--- src/assert_macros.svh ---
// Assertion helpers shared by the RTL files that carry concurrent checks.
// Each macro takes a label, the clock, the active-low reset, a condition
// and the expected consequence.
`ifndef ASSERT_MACROS_SVH
`define ASSERT_MACROS_SVH

// Consequence must hold in the same cycle as the condition.
`define KNPS_ASSERT_IMPL(label, clk_s, rstn_s, ante, cons) \
  label: assert property (@(posedge clk_s) disable iff (!rstn_s) (ante) |-> (cons)) \
    else $error("same-cycle check failed");

// Consequence must hold in the cycle after the condition.
`define KNPS_ASSERT_NEXT(label, clk_s, rstn_s, ante, cons) \
  label: assert property (@(posedge clk_s) disable iff (!rstn_s) (ante) |=> (cons)) \
    else $error("next-cycle check failed");

`endif

--- src/knps_pkg.sv ---
// ----------------------------------------------------------------------------
// knps_pkg
// Shared constants and controller/datapath interface types for the
// k nearest point selector.
// ----------------------------------------------------------------------------
`timescale 1ns / 1ps
`default_nettype none

package knps_pkg;

  localparam int DEF_MAX_KEEP = 3;
  localparam int DEF_ID_BITS  = 16;

  localparam int COORD_W = 16;              // point and reference coordinates
  localparam int DIFF_W  = COORD_W + 1;     // coordinate difference
  localparam int SQ_W    = 2 * COORD_W;     // one squared axis distance
  localparam int DIST_W  = SQ_W + 1;        // sum of both axes
  localparam int KEEP_W  = 2;               // keep count register
  localparam int CFG_IDX_W = 2;

  typedef enum logic [CFG_IDX_W-1:0] {
    CFG_REF_X = 2'd0,
    CFG_REF_Y = 2'd1,
    CFG_KEEP  = 2'd2
  } knps_cfg_idx_t;

  // Commands from controller to datapath.
  typedef struct packed {
    logic capture;   // take the accepted item
    logic square;    // square both axis differences
    logic sum;       // add the squares
    logic update;    // fill or replace a slot
    logic wscan;     // one step of the worst-slot search
    logic escan;     // one step of the next-smallest search
    logic push;      // load the output stage
  } knps_cmd_t;

  // Status from datapath to controller.
  typedef struct packed {
    logic wrote;      // update wrote a slot
    logic last;       // held item ends the pass
    logic empty;      // no slot in use
    logic scan_last;  // scan index is at the last used slot
    logic out_free;   // output stage can take a result
    logic pass_end;   // the pending result is the final one
  } knps_sts_t;

endpackage

`default_nettype wire

--- src/knps_datapath.sv ---
// ----------------------------------------------------------------------------
// knps_datapath
// Distance arithmetic, slot store, worst-slot and ordered-output searches,
// configuration registers and the output register.
// ----------------------------------------------------------------------------
`timescale 1ns / 1ps
`default_nettype none

module knps_datapath #(
  parameter int MAX_KEEP = 3,
  parameter int ID_BITS  = 16
) (
  input  wire logic                              clk,
  input  wire logic                              rst_n,
  input  wire logic                              cfg_valid,
  input  wire logic [knps_pkg::CFG_IDX_W-1:0]    cfg_index,
  input  wire logic [knps_pkg::COORD_W-1:0]      cfg_data,
  input  wire logic signed [knps_pkg::COORD_W-1:0] point_x,
  input  wire logic signed [knps_pkg::COORD_W-1:0] point_y,
  input  wire logic [ID_BITS-1:0]                point_id,
  input  wire logic                              point_skip,
  input  wire logic                              point_last,
  input  wire knps_pkg::knps_cmd_t               cmd,
  output knps_pkg::knps_sts_t                    sts,
  output logic [ID_BITS-1:0]                     res_id,
  output logic [knps_pkg::DIST_W-1:0]            res_dist,
  output logic                                   res_found,
  output logic                                   res_last,
  output logic                                   res_valid,
  input  wire logic                              res_ready
);
  import knps_pkg::*;

  localparam int IDX_W = (MAX_KEEP > 1) ? $clog2(MAX_KEEP) : 1;
  localparam int CNT_W = $clog2(MAX_KEEP + 1);
  localparam int KW    = (CNT_W > KEEP_W) ? CNT_W : KEEP_W;

  // configuration
  logic signed [COORD_W-1:0] ref_x_r, ref_y_r;
  logic [KEEP_W-1:0]         keep_r;

  // item pipeline
  logic signed [DIFF_W-1:0]  dx_r, dy_r;
  logic [ID_BITS-1:0]        pid_r;
  logic                      skip_r, last_r;
  logic [SQ_W-1:0]           sqx_r, sqy_r;
  logic [DIST_W-1:0]         dnew_r;

  // slot store
  logic [DIST_W-1:0]         slot_dist_r [MAX_KEEP];
  logic [ID_BITS-1:0]        slot_id_r   [MAX_KEEP];
  logic [CNT_W-1:0]          used_r;
  logic [IDX_W-1:0]          worst_r;
  logic [DIST_W-1:0]         worst_dist_r;

  // searches
  logic [IDX_W-1:0]          scan_i_r;
  logic [MAX_KEEP-1:0]       emitted_r;
  logic [CNT_W-1:0]          emit_cnt_r;
  logic [IDX_W-1:0]          best_r;
  logic [DIST_W-1:0]         best_dist_r;
  logic [ID_BITS-1:0]        best_id_r;
  logic                      have_r;

  logic [DIFF_W-1:0]         ax_full, ay_full;
  logic [KW-1:0]             keep_w, max_w, keep_eff, used_w;
  logic                      fill, repl, scan_last, empty, pass_end, out_free;
  logic [IDX_W-1:0]          wr_idx;
  logic [DIST_W-1:0]         cur_dist;
  logic [ID_BITS-1:0]        cur_id;

  always_comb begin
    ax_full = dx_r[DIFF_W-1] ? DIFF_W'(-dx_r) : DIFF_W'(dx_r);
    ay_full = dy_r[DIFF_W-1] ? DIFF_W'(-dy_r) : DIFF_W'(dy_r);
  end

  // keep count saturated to the store depth
  always_comb begin
    keep_w   = KW'(keep_r);
    max_w    = KW'(MAX_KEEP);
    keep_eff = (keep_w > max_w) ? max_w : keep_w;
    used_w   = KW'(used_r);
  end

  assign empty     = (used_r == '0);
  assign fill      = !skip_r && (keep_eff != '0) && (used_w < keep_eff);
  assign repl      = !skip_r && (keep_eff != '0) && !fill && !empty &&
                     (dnew_r < worst_dist_r);
  assign wr_idx    = fill ? used_r[IDX_W-1:0] : worst_r;
  assign scan_last = ((CNT_W'(scan_i_r) + CNT_W'(1)) == used_r);
  assign pass_end  = empty || ((emit_cnt_r + CNT_W'(1)) == used_r);
  assign out_free  = !res_valid || res_ready;
  assign cur_dist  = slot_dist_r[scan_i_r];
  assign cur_id    = slot_id_r[scan_i_r];

  always_comb begin
    sts.wrote     = fill || repl;
    sts.last      = last_r;
    sts.empty     = empty;
    sts.scan_last = scan_last;
    sts.out_free  = out_free;
    sts.pass_end  = pass_end;
  end

  // configuration registers
  always_ff @(posedge clk) begin
    if (!rst_n) begin
      ref_x_r <= '0;
      ref_y_r <= '0;
      keep_r  <= KEEP_W'(3);
    end else if (cfg_valid) begin
      case (cfg_index)
        CFG_REF_X: ref_x_r <= cfg_data;
        CFG_REF_Y: ref_y_r <= cfg_data;
        CFG_KEEP:  keep_r  <= cfg_data[KEEP_W-1:0];
        default: ;
      endcase
    end
  end

  // arithmetic pipeline
  always_ff @(posedge clk) begin
    if (cmd.capture) begin
      dx_r   <= DIFF_W'(point_x) - DIFF_W'(ref_x_r);
      dy_r   <= DIFF_W'(point_y) - DIFF_W'(ref_y_r);
      pid_r  <= point_id;
      skip_r <= point_skip;
      last_r <= point_last;
    end
    if (cmd.square) begin
      sqx_r <= ax_full[COORD_W-1:0] * ax_full[COORD_W-1:0];
      sqy_r <= ay_full[COORD_W-1:0] * ay_full[COORD_W-1:0];
    end
    if (cmd.sum) begin
      dnew_r <= DIST_W'(sqx_r) + DIST_W'(sqy_r);
    end
  end

  // slot payload
  always_ff @(posedge clk) begin
    if (cmd.update && (fill || repl)) begin
      slot_dist_r[wr_idx] <= dnew_r;
      slot_id_r[wr_idx]   <= pid_r;
    end
  end

  // search payload
  always_ff @(posedge clk) begin
    if (cmd.wscan && ((scan_i_r == '0) || (cur_dist > worst_dist_r))) begin
      worst_dist_r <= cur_dist;
    end
    if (cmd.escan && !emitted_r[scan_i_r] && (!have_r || (cur_dist < best_dist_r))) begin
      best_r      <= scan_i_r;
      best_dist_r <= cur_dist;
      best_id_r   <= cur_id;
    end
    if (cmd.push) begin
      res_id    <= empty ? '0 : best_id_r;
      res_dist  <= empty ? '0 : best_dist_r;
      res_found <= !empty;
      res_last  <= pass_end;
    end
  end

  // control state
  always_ff @(posedge clk) begin
    if (!rst_n) begin
      used_r     <= '0;
      worst_r    <= '0;
      scan_i_r   <= '0;
      emitted_r  <= '0;
      emit_cnt_r <= '0;
      have_r     <= 1'b0;
      res_valid  <= 1'b0;
    end else begin
      if (cmd.update && fill) begin
        used_r <= used_r + CNT_W'(1);
      end
      if (cmd.wscan) begin
        if ((scan_i_r == '0) || (cur_dist > worst_dist_r)) begin
          worst_r <= scan_i_r;
        end
        scan_i_r <= scan_last ? '0 : scan_i_r + IDX_W'(1);
      end
      if (cmd.escan) begin
        if (!emitted_r[scan_i_r] && (!have_r || (cur_dist < best_dist_r))) begin
          have_r <= 1'b1;
        end
        scan_i_r <= scan_last ? '0 : scan_i_r + IDX_W'(1);
      end
      if (cmd.push) begin
        res_valid <= 1'b1;
        have_r    <= 1'b0;
        if (pass_end) begin
          // clear the store for the next pass
          used_r     <= '0;
          worst_r    <= '0;
          emitted_r  <= '0;
          emit_cnt_r <= '0;
        end else begin
          emitted_r[best_r] <= 1'b1;
          emit_cnt_r        <= emit_cnt_r + CNT_W'(1);
        end
      end else if (res_ready) begin
        res_valid <= 1'b0;
      end
    end
  end

endmodule

`default_nettype wire

--- src/knps_ctrl.sv ---
// ----------------------------------------------------------------------------
// knps_ctrl
// Sequencer for one item: difference, square, sum, slot update, worst-slot
// search, and on the last item the ordered output loop.
// ----------------------------------------------------------------------------
`timescale 1ns / 1ps
`default_nettype none

module knps_ctrl (
  input  wire logic                clk,
  input  wire logic                rst_n,
  input  wire logic                in_valid,
  output logic                     in_ready,
  output knps_pkg::knps_cmd_t      cmd,
  input  wire knps_pkg::knps_sts_t sts
);
  import knps_pkg::*;

  typedef enum logic [6:0] {
    ST_IDLE  = 7'b0000001,
    ST_SQR   = 7'b0000010,
    ST_SUM   = 7'b0000100,
    ST_UPD   = 7'b0001000,
    ST_WSCAN = 7'b0010000,
    ST_ESCAN = 7'b0100000,
    ST_EPUSH = 7'b1000000
  } knps_state_t;

  knps_state_t state_r, state_nxt;

  assign in_ready = (state_r == ST_IDLE);

  always_comb begin
    state_nxt   = state_r;
    cmd         = '0;
    cmd.capture = in_valid && in_ready;
    case (state_r)
      ST_IDLE: begin
        if (in_valid) state_nxt = ST_SQR;
      end
      ST_SQR: begin
        cmd.square = 1'b1;
        state_nxt  = ST_SUM;
      end
      ST_SUM: begin
        cmd.sum   = 1'b1;
        state_nxt = ST_UPD;
      end
      ST_UPD: begin
        cmd.update = 1'b1;
        if (sts.wrote) begin
          state_nxt = ST_WSCAN;
        end else if (sts.last) begin
          state_nxt = sts.empty ? ST_EPUSH : ST_ESCAN;
        end else begin
          state_nxt = ST_IDLE;
        end
      end
      ST_WSCAN: begin
        cmd.wscan = 1'b1;
        if (sts.scan_last) state_nxt = sts.last ? ST_ESCAN : ST_IDLE;
      end
      ST_ESCAN: begin
        cmd.escan = 1'b1;
        if (sts.scan_last) state_nxt = ST_EPUSH;
      end
      ST_EPUSH: begin
        if (sts.out_free) begin
          cmd.push  = 1'b1;
          state_nxt = sts.pass_end ? ST_IDLE : ST_ESCAN;
        end
      end
      default: state_nxt = ST_IDLE;
    endcase
  end

  always_ff @(posedge clk) begin
    if (!rst_n) begin
      state_r <= ST_IDLE;
    end else begin
      state_r <= state_nxt;
    end
  end

endmodule

`default_nettype wire

--- src/k_nearest_point_selector_top.sv ---
// ----------------------------------------------------------------------------
// k_nearest_point_selector_top
// Keeps the up to MAX_KEEP candidates closest to a reference point by exact
// squared distance and emits them in ascending order at the end of a pass.
// ----------------------------------------------------------------------------
//
//   channel  direction  handshake                 payload
//   in_      slave      in_tvalid / in_tready     tdata x,y,id; tuser skip; tlast
//   out_     master     out_tvalid / out_tready   tdata id,dist; tuser found; tlast
//   cfg_     slave      cfg_valid / cfg_ready     cfg_index, cfg_data
//
// An item passes through capture, square, sum and slot update when no slot
// changes, and through the serial worst-slot search over the store as well
// when it fills or replaces a slot.
// The last item of a pass adds, per result, one search over the store plus
// the push into the output register, or the push alone for a not-found
// result; the push waits while out_tready holds the output register.
// The final result waits in the output register while the next item enters.
// Reset (rst_n low, synchronous) empties the store and sets ref_x 0, ref_y 0,
// keep_count 3. Configuration writes are always taken.
// ----------------------------------------------------------------------------
`timescale 1ns / 1ps
`default_nettype none

`include "assert_macros.svh"

module k_nearest_point_selector_top #(
  parameter int MAX_KEEP = knps_pkg::DEF_MAX_KEEP,
  parameter int ID_BITS  = knps_pkg::DEF_ID_BITS,
  parameter int IN_W     = ((2 * knps_pkg::COORD_W + ID_BITS + 7) / 8) * 8,
  parameter int OUT_W    = ((ID_BITS + knps_pkg::DIST_W + 7) / 8) * 8
) (
  input  wire logic                           clk,
  input  wire logic                           rst_n,
  // input items
  input  wire logic                           in_tvalid,
  output logic                                in_tready,
  input  wire logic [IN_W-1:0]                in_tdata,   // point_x, point_y, point_id
  input  wire logic [0:0]                     in_tuser,   // skip
  input  wire logic                           in_tlast,   // last_point
  // result items
  output logic                                out_tvalid,
  input  wire logic                           out_tready,
  output logic [OUT_W-1:0]                    out_tdata,  // near_id, near_dist_sq
  output logic [0:0]                          out_tuser,  // found
  output logic                                out_tlast,  // last_result
  // configuration writes
  input  wire logic                           cfg_valid,
  output logic                                cfg_ready,
  input  wire logic [knps_pkg::CFG_IDX_W-1:0] cfg_index,
  input  wire logic [knps_pkg::COORD_W-1:0]   cfg_data
);
  import knps_pkg::*;

  knps_cmd_t              cmd;
  knps_sts_t              sts;
  logic [ID_BITS-1:0]     res_id;
  logic [DIST_W-1:0]      res_dist;

  // Registers are plain flops: accept a write every cycle.
  assign cfg_ready = 1'b1;

  knps_ctrl u_ctrl (
    .clk      (clk),
    .rst_n    (rst_n),
    .in_valid (in_tvalid),
    .in_ready (in_tready),
    .cmd      (cmd),
    .sts      (sts)
  );

  knps_datapath #(
    .MAX_KEEP (MAX_KEEP),
    .ID_BITS  (ID_BITS)
  ) u_datapath (
    .clk        (clk),
    .rst_n      (rst_n),
    .cfg_valid  (cfg_valid),
    .cfg_index  (cfg_index),
    .cfg_data   (cfg_data),
    .point_x    (in_tdata[COORD_W-1:0]),
    .point_y    (in_tdata[2*COORD_W-1:COORD_W]),
    .point_id   (in_tdata[2*COORD_W+ID_BITS-1:2*COORD_W]),
    .point_skip (in_tuser[0]),
    .point_last (in_tlast),
    .cmd        (cmd),
    .sts        (sts),
    .res_id     (res_id),
    .res_dist   (res_dist),
    .res_found  (out_tuser[0]),
    .res_last   (out_tlast),
    .res_valid  (out_tvalid),
    .res_ready  (out_tready)
  );

  // Pack id low, distance above it, zero fill to the byte boundary.
  assign out_tdata = OUT_W'({res_dist, res_id});

  // The block takes no second item until the first is through the update.
  `KNPS_ASSERT_NEXT(a_busy_after_accept, clk, rst_n, in_tvalid && in_tready, !in_tready)
  // A not-found result always closes its pass.
  `KNPS_ASSERT_IMPL(a_not_found_is_last, clk, rst_n, out_tvalid && !out_tuser[0], out_tlast)
  // The controller never overwrites a result that is still waiting.
  `KNPS_ASSERT_IMPL(a_push_when_free, clk, rst_n, cmd.push, sts.out_free)

endmodule

`default_nettype wire

--- config.mk ---
export PLATFORM = sky130hd
export DESIGN_NAME = k_nearest_point_selector_top
export DESIGN_NICKNAME = d
export VERILOG_FILES = /design/src/knps_pkg.sv /design/src/knps_datapath.sv /design/src/knps_ctrl.sv /design/src/k_nearest_point_selector_top.sv
export VERILOG_INCLUDE_DIRS = /design/src /design/src/src
export SDC_FILE = /design/constraint.sdc
export NUM_CORES = 2
export LEC_CHECK = 0
export BUFFER_PORTS_ARGS = -buffer_cell sky130_fd_sc_hd__buf_2
export CAP_MARGIN = 40
export CORE_ASPECT_RATIO = 0.8
export CORE_MARGIN = 2
export CORE_UTILIZATION = 60
export CTS_BUF_LIST = sky130_fd_sc_hd__clkbuf_4 sky130_fd_sc_hd__clkbuf_8 sky130_fd_sc_hd__clkbuf_16
export DETAILED_ROUTE_END_ITERATION = 8
export PLACE_DENSITY_LB_ADDON = 0.15
export SKIP_CTS_REPAIR_TIMING = 1
export SLEW_MARGIN = 10
export SYNTH_ARGS = -nofsm -noshare
export SYNTH_HDL_FRONTEND = slang
export SYNTH_SLANG_ARGS = --single-unit
--- constraint.sdc ---
create_clock -name clk -period 11.9 [get_ports clk]
set_input_delay 0.595 -clock clk [delete_from_list [all_inputs] [get_ports clk]]
set_output_delay 0.595 -clock clk [all_outputs]
set_load 0.05 [all_outputs]
==> results.json <==
{
  "synthArstFlopShare_pct": 0,
  "cts.reportedPaths.clkPinSlew_ps": 60,
  "ys_seq_area_share_pct": 38.76,
  "antenna_left": 0,
  "wl_met2_mm": 37.92,
  "status": "finished, final reports clean",
  "drv_slew": 0,
  "required_ps": 12230,
  "hp-class": "in -> reg",
  "grt_overflow": 0,
  "cts-root-to-sink-buffers": 3,
  "cts-root-buf": "clkbuf_16",
  "rsz0062_at_grt": "no",
  "clock_latency_ps": 600,
  "drive_above_1_share_pct": 8.520,
  "cap_violations": 0,
  "wl_met3_mm": 5.069,
  "hold_violations": 0,
  "worst_pin_slew_ps": 968.1,
  "place_area_um2": 37830,
  "netlist_instances": 3344,
  "synthFlopType": "edfxtp_1",
  "setup_ws_ps": 2498,
  "synth-edff-count": 429,
  "fp.dieArea_um2": 62210,
  "n_fill_cell": 4578,
  "critPathMaxStageDelay_ps": 620,
  "fmax_mhz": 106.4,
  "critPathMostFrequentCell": "fa_1",
  "critPathLaunchType": "register",
  "yosysUniqueCellTypes": 77,
  "placementRows": 80,
  "wl_met1_mm": 34.94,
  "wire_per_inst_um": 18.52,
  "ys_ff_latch": 485,
  "viasPerCell": 5.598,
  "drc": 0,
  "cts_tree": "done",
  "port_buffers": 125,
  "arrival_ps": 9740,
  "grtUsageTotal_pct": 26.61,
  "area_growth_pct": 9.385,
  "synth_area_um2": 36130,
  "cts_buffers": 48,
  "grt_start_max_net_pins": 67,
  "place.gp.congestion": 0.9473,
  "drtIter0Drc": 1528,
  "design_area_um2": 39520,
  "top_layer": "met5",
  "crit_type": "reg -> reg",
  "start_util_pct": 60.66,
  "avgSynthCellArea_um2": 10.80,
  "clock_skew_ps": 28.20,
  "h-tree-depth": 2,
  "dp.final_hpwl_mm": 62.31,
  "crit_slowest_cell": "xnor2_1",
  "fin_nets": 4253,
  "coreArea_um2": 59560,
  "maxSlewHeadroom_pct": 35.24,
  "end_kind": "register",
  "clock_sinks": 485,
  "grt_pass1_wl_mm": 130.9,
  "dieWidth_um": 278.4,
  "drt_wl_total_mm": 79.93,
  "fin_crit_sh_pct": 79.01,
  "grt_pass1_vias": 25500,
  "pre_cts_slack_ps": 2670,
  "die_h_um": 223.5,
  "drtPass1Iterations": 5,
  "setup_tns_ps": 0,
  "antenna_found_initial": 6,
  "min_period_ps": 9402,
  "crit_fanout": 19,
  "setup_viol": 0,
  "io_pins": 134,
  "regToRegSetupSlack_ps": 2500,
  "yosysWarnings": 0,
  "vias": 24150,
  "hold_slack_ps": 179.4
}
-- final timing paths --
kind,from,end,cells past startpoint
worst min-delay path,in_tdata[39],u_datapath.pid_r[7],1
worst max-delay path,u_datapath.dy_r[0],u_datapath.sqy_r[30],29
worst max register to register,u_datapath.dy_r[0],u_datapath.sqy_r[30],29
worst min register to register,u_datapath.ref_x_r[3],u_datapath.ref_x_r[3],2
-- critical path, delay by kind of cell, from the launching register on --
kind	cells	cell delay (ps)
AND/OR/NAND/NOR	7	1770
AO/OA/AOI/OAI	6	1540
buffers and inverters	7	1260
XOR/XNOR	2	750
adder cells (fa/ha/maj)	7	3350
flip-flops	1	490
-- flip-flops by register name, indices dropped and copies added (netlist names), 7 cells and up, named ones only --
signal / count
u_datapath.slot_dist_r: 99
u_datapath.slot_id_r: 48
u_datapath.best_dist_r: 33
u_datapath.dnew_r: 33
u_datapath.res_dist: 33
u_datapath.worst_dist_r: 33
u_datapath.sqx_r: 31
u_datapath.sqy_r: 31
u_datapath.dx_r: 17
u_datapath.dy_r: 17
u_datapath.best_id_r: 16
u_datapath.pid_r: 16
u_datapath.ref_x_r: 16
u_datapath.ref_y_r: 16
u_datapath.res_id: 16
u_ctrl.state_r: 7
-- metrics by stage --
step | cells | utilization [%]
floorplan | 3350 | -
global placement | 4220 | 63.45
detailed placement | 4223 | 63.51
CTS | 4312 | 66.34
global route | 4314 | 66.35
finish | 4315 | 66.36
-- placed cells by master (no fill, tap or decap), types with 34 or more instances in the layout --
| cell type | synthesis | layout |
|---|---|---|
| nand2_1 | 324 | 324 |
| buf_2 | 2 | 125 |
| o21ai_0 | 128 | 128 |
| a21o_1 | 73 | 73 |
| clkbuf_16 | 0 | 49 |
| edfxtp_1 | 429 | 429 |
| buf_4 | 8 | 38 |
| inv_1 | 586 | 585 |
| ha_1 | 357 | 356 |
| a21oi_1 | 123 | 122 |
| mux2i_1 | 57 | 57 |
| nor2b_1 | 37 | 37 |
| xor2_1 | 34 | 34 |
| dfxtp_1 | 56 | 55 |
| nor2_1 | 280 | 277 |
| fa_1 | 329 | 329 |
| nor3_1 | 39 | 39 |
| xnor2_1 | 103 | 103 |
-- cell families (layout without fill, tap and decap cells) --
kind of cell | after synthesis | count (layout) | share of synthesized area, %
flip-flops | 485 | 485 | 38.76
multiplexers | 58 | 58 | 1.610
adder cells (fa/ha/maj) | 686 | 686 | 30.59
buffers and inverters | 676 | 859 | 7.134
AND/OR/NAND/NOR | 815 | 815 | 9.863
AO/OA/AOI/OAI | 481 | 481 | 8.519
XOR/XNOR | 141 | 141 | 3.501
other | 2 | 11 | 0.02079
-- routing by layer --
layer	vias up	track usage, %
met3	124	4.241
li1	11430	-
met5	-	0
met1	11880	36.37
met4	4	7.132
met2	714	44.56
-- synthesized netlist by cell type (37+ instances only) --
library cell	number	area, µm²
inv_1	586	2200
edfxtp_1	429	12880
ha_1	357	4467
fa_1	329	6586
nand2_1	324	1216
nor2_1	280	1051
o21ai_0	128	640.6
a21oi_1	123	615.6
xnor2_1	103	902.1
a21o_1	73	548.0
mux2i_1	57	570.6
dfxtp_1	56	1121
clkbuf_1	55	206.5
nor3_1	39	195.2
nor2b_1	37	231.5
-- final cells by class --
class                   instances  area [µm²]  area share [%]
clock inverters                27       362.8          0.9181
clock buffers                  62        1324           3.350
diodes                          3       7.507         0.01900
flip-flops and latches        485       14000           35.44
repair buffers                164       930.9           2.355
inverters                     606        2275           5.756
well taps                     779       974.7           2.466
multi-input cells            2189       19640           49.70
Power is not shown: default switching activity piles up to over one toggle a cycle in this logic, so the estimate is an artifact.
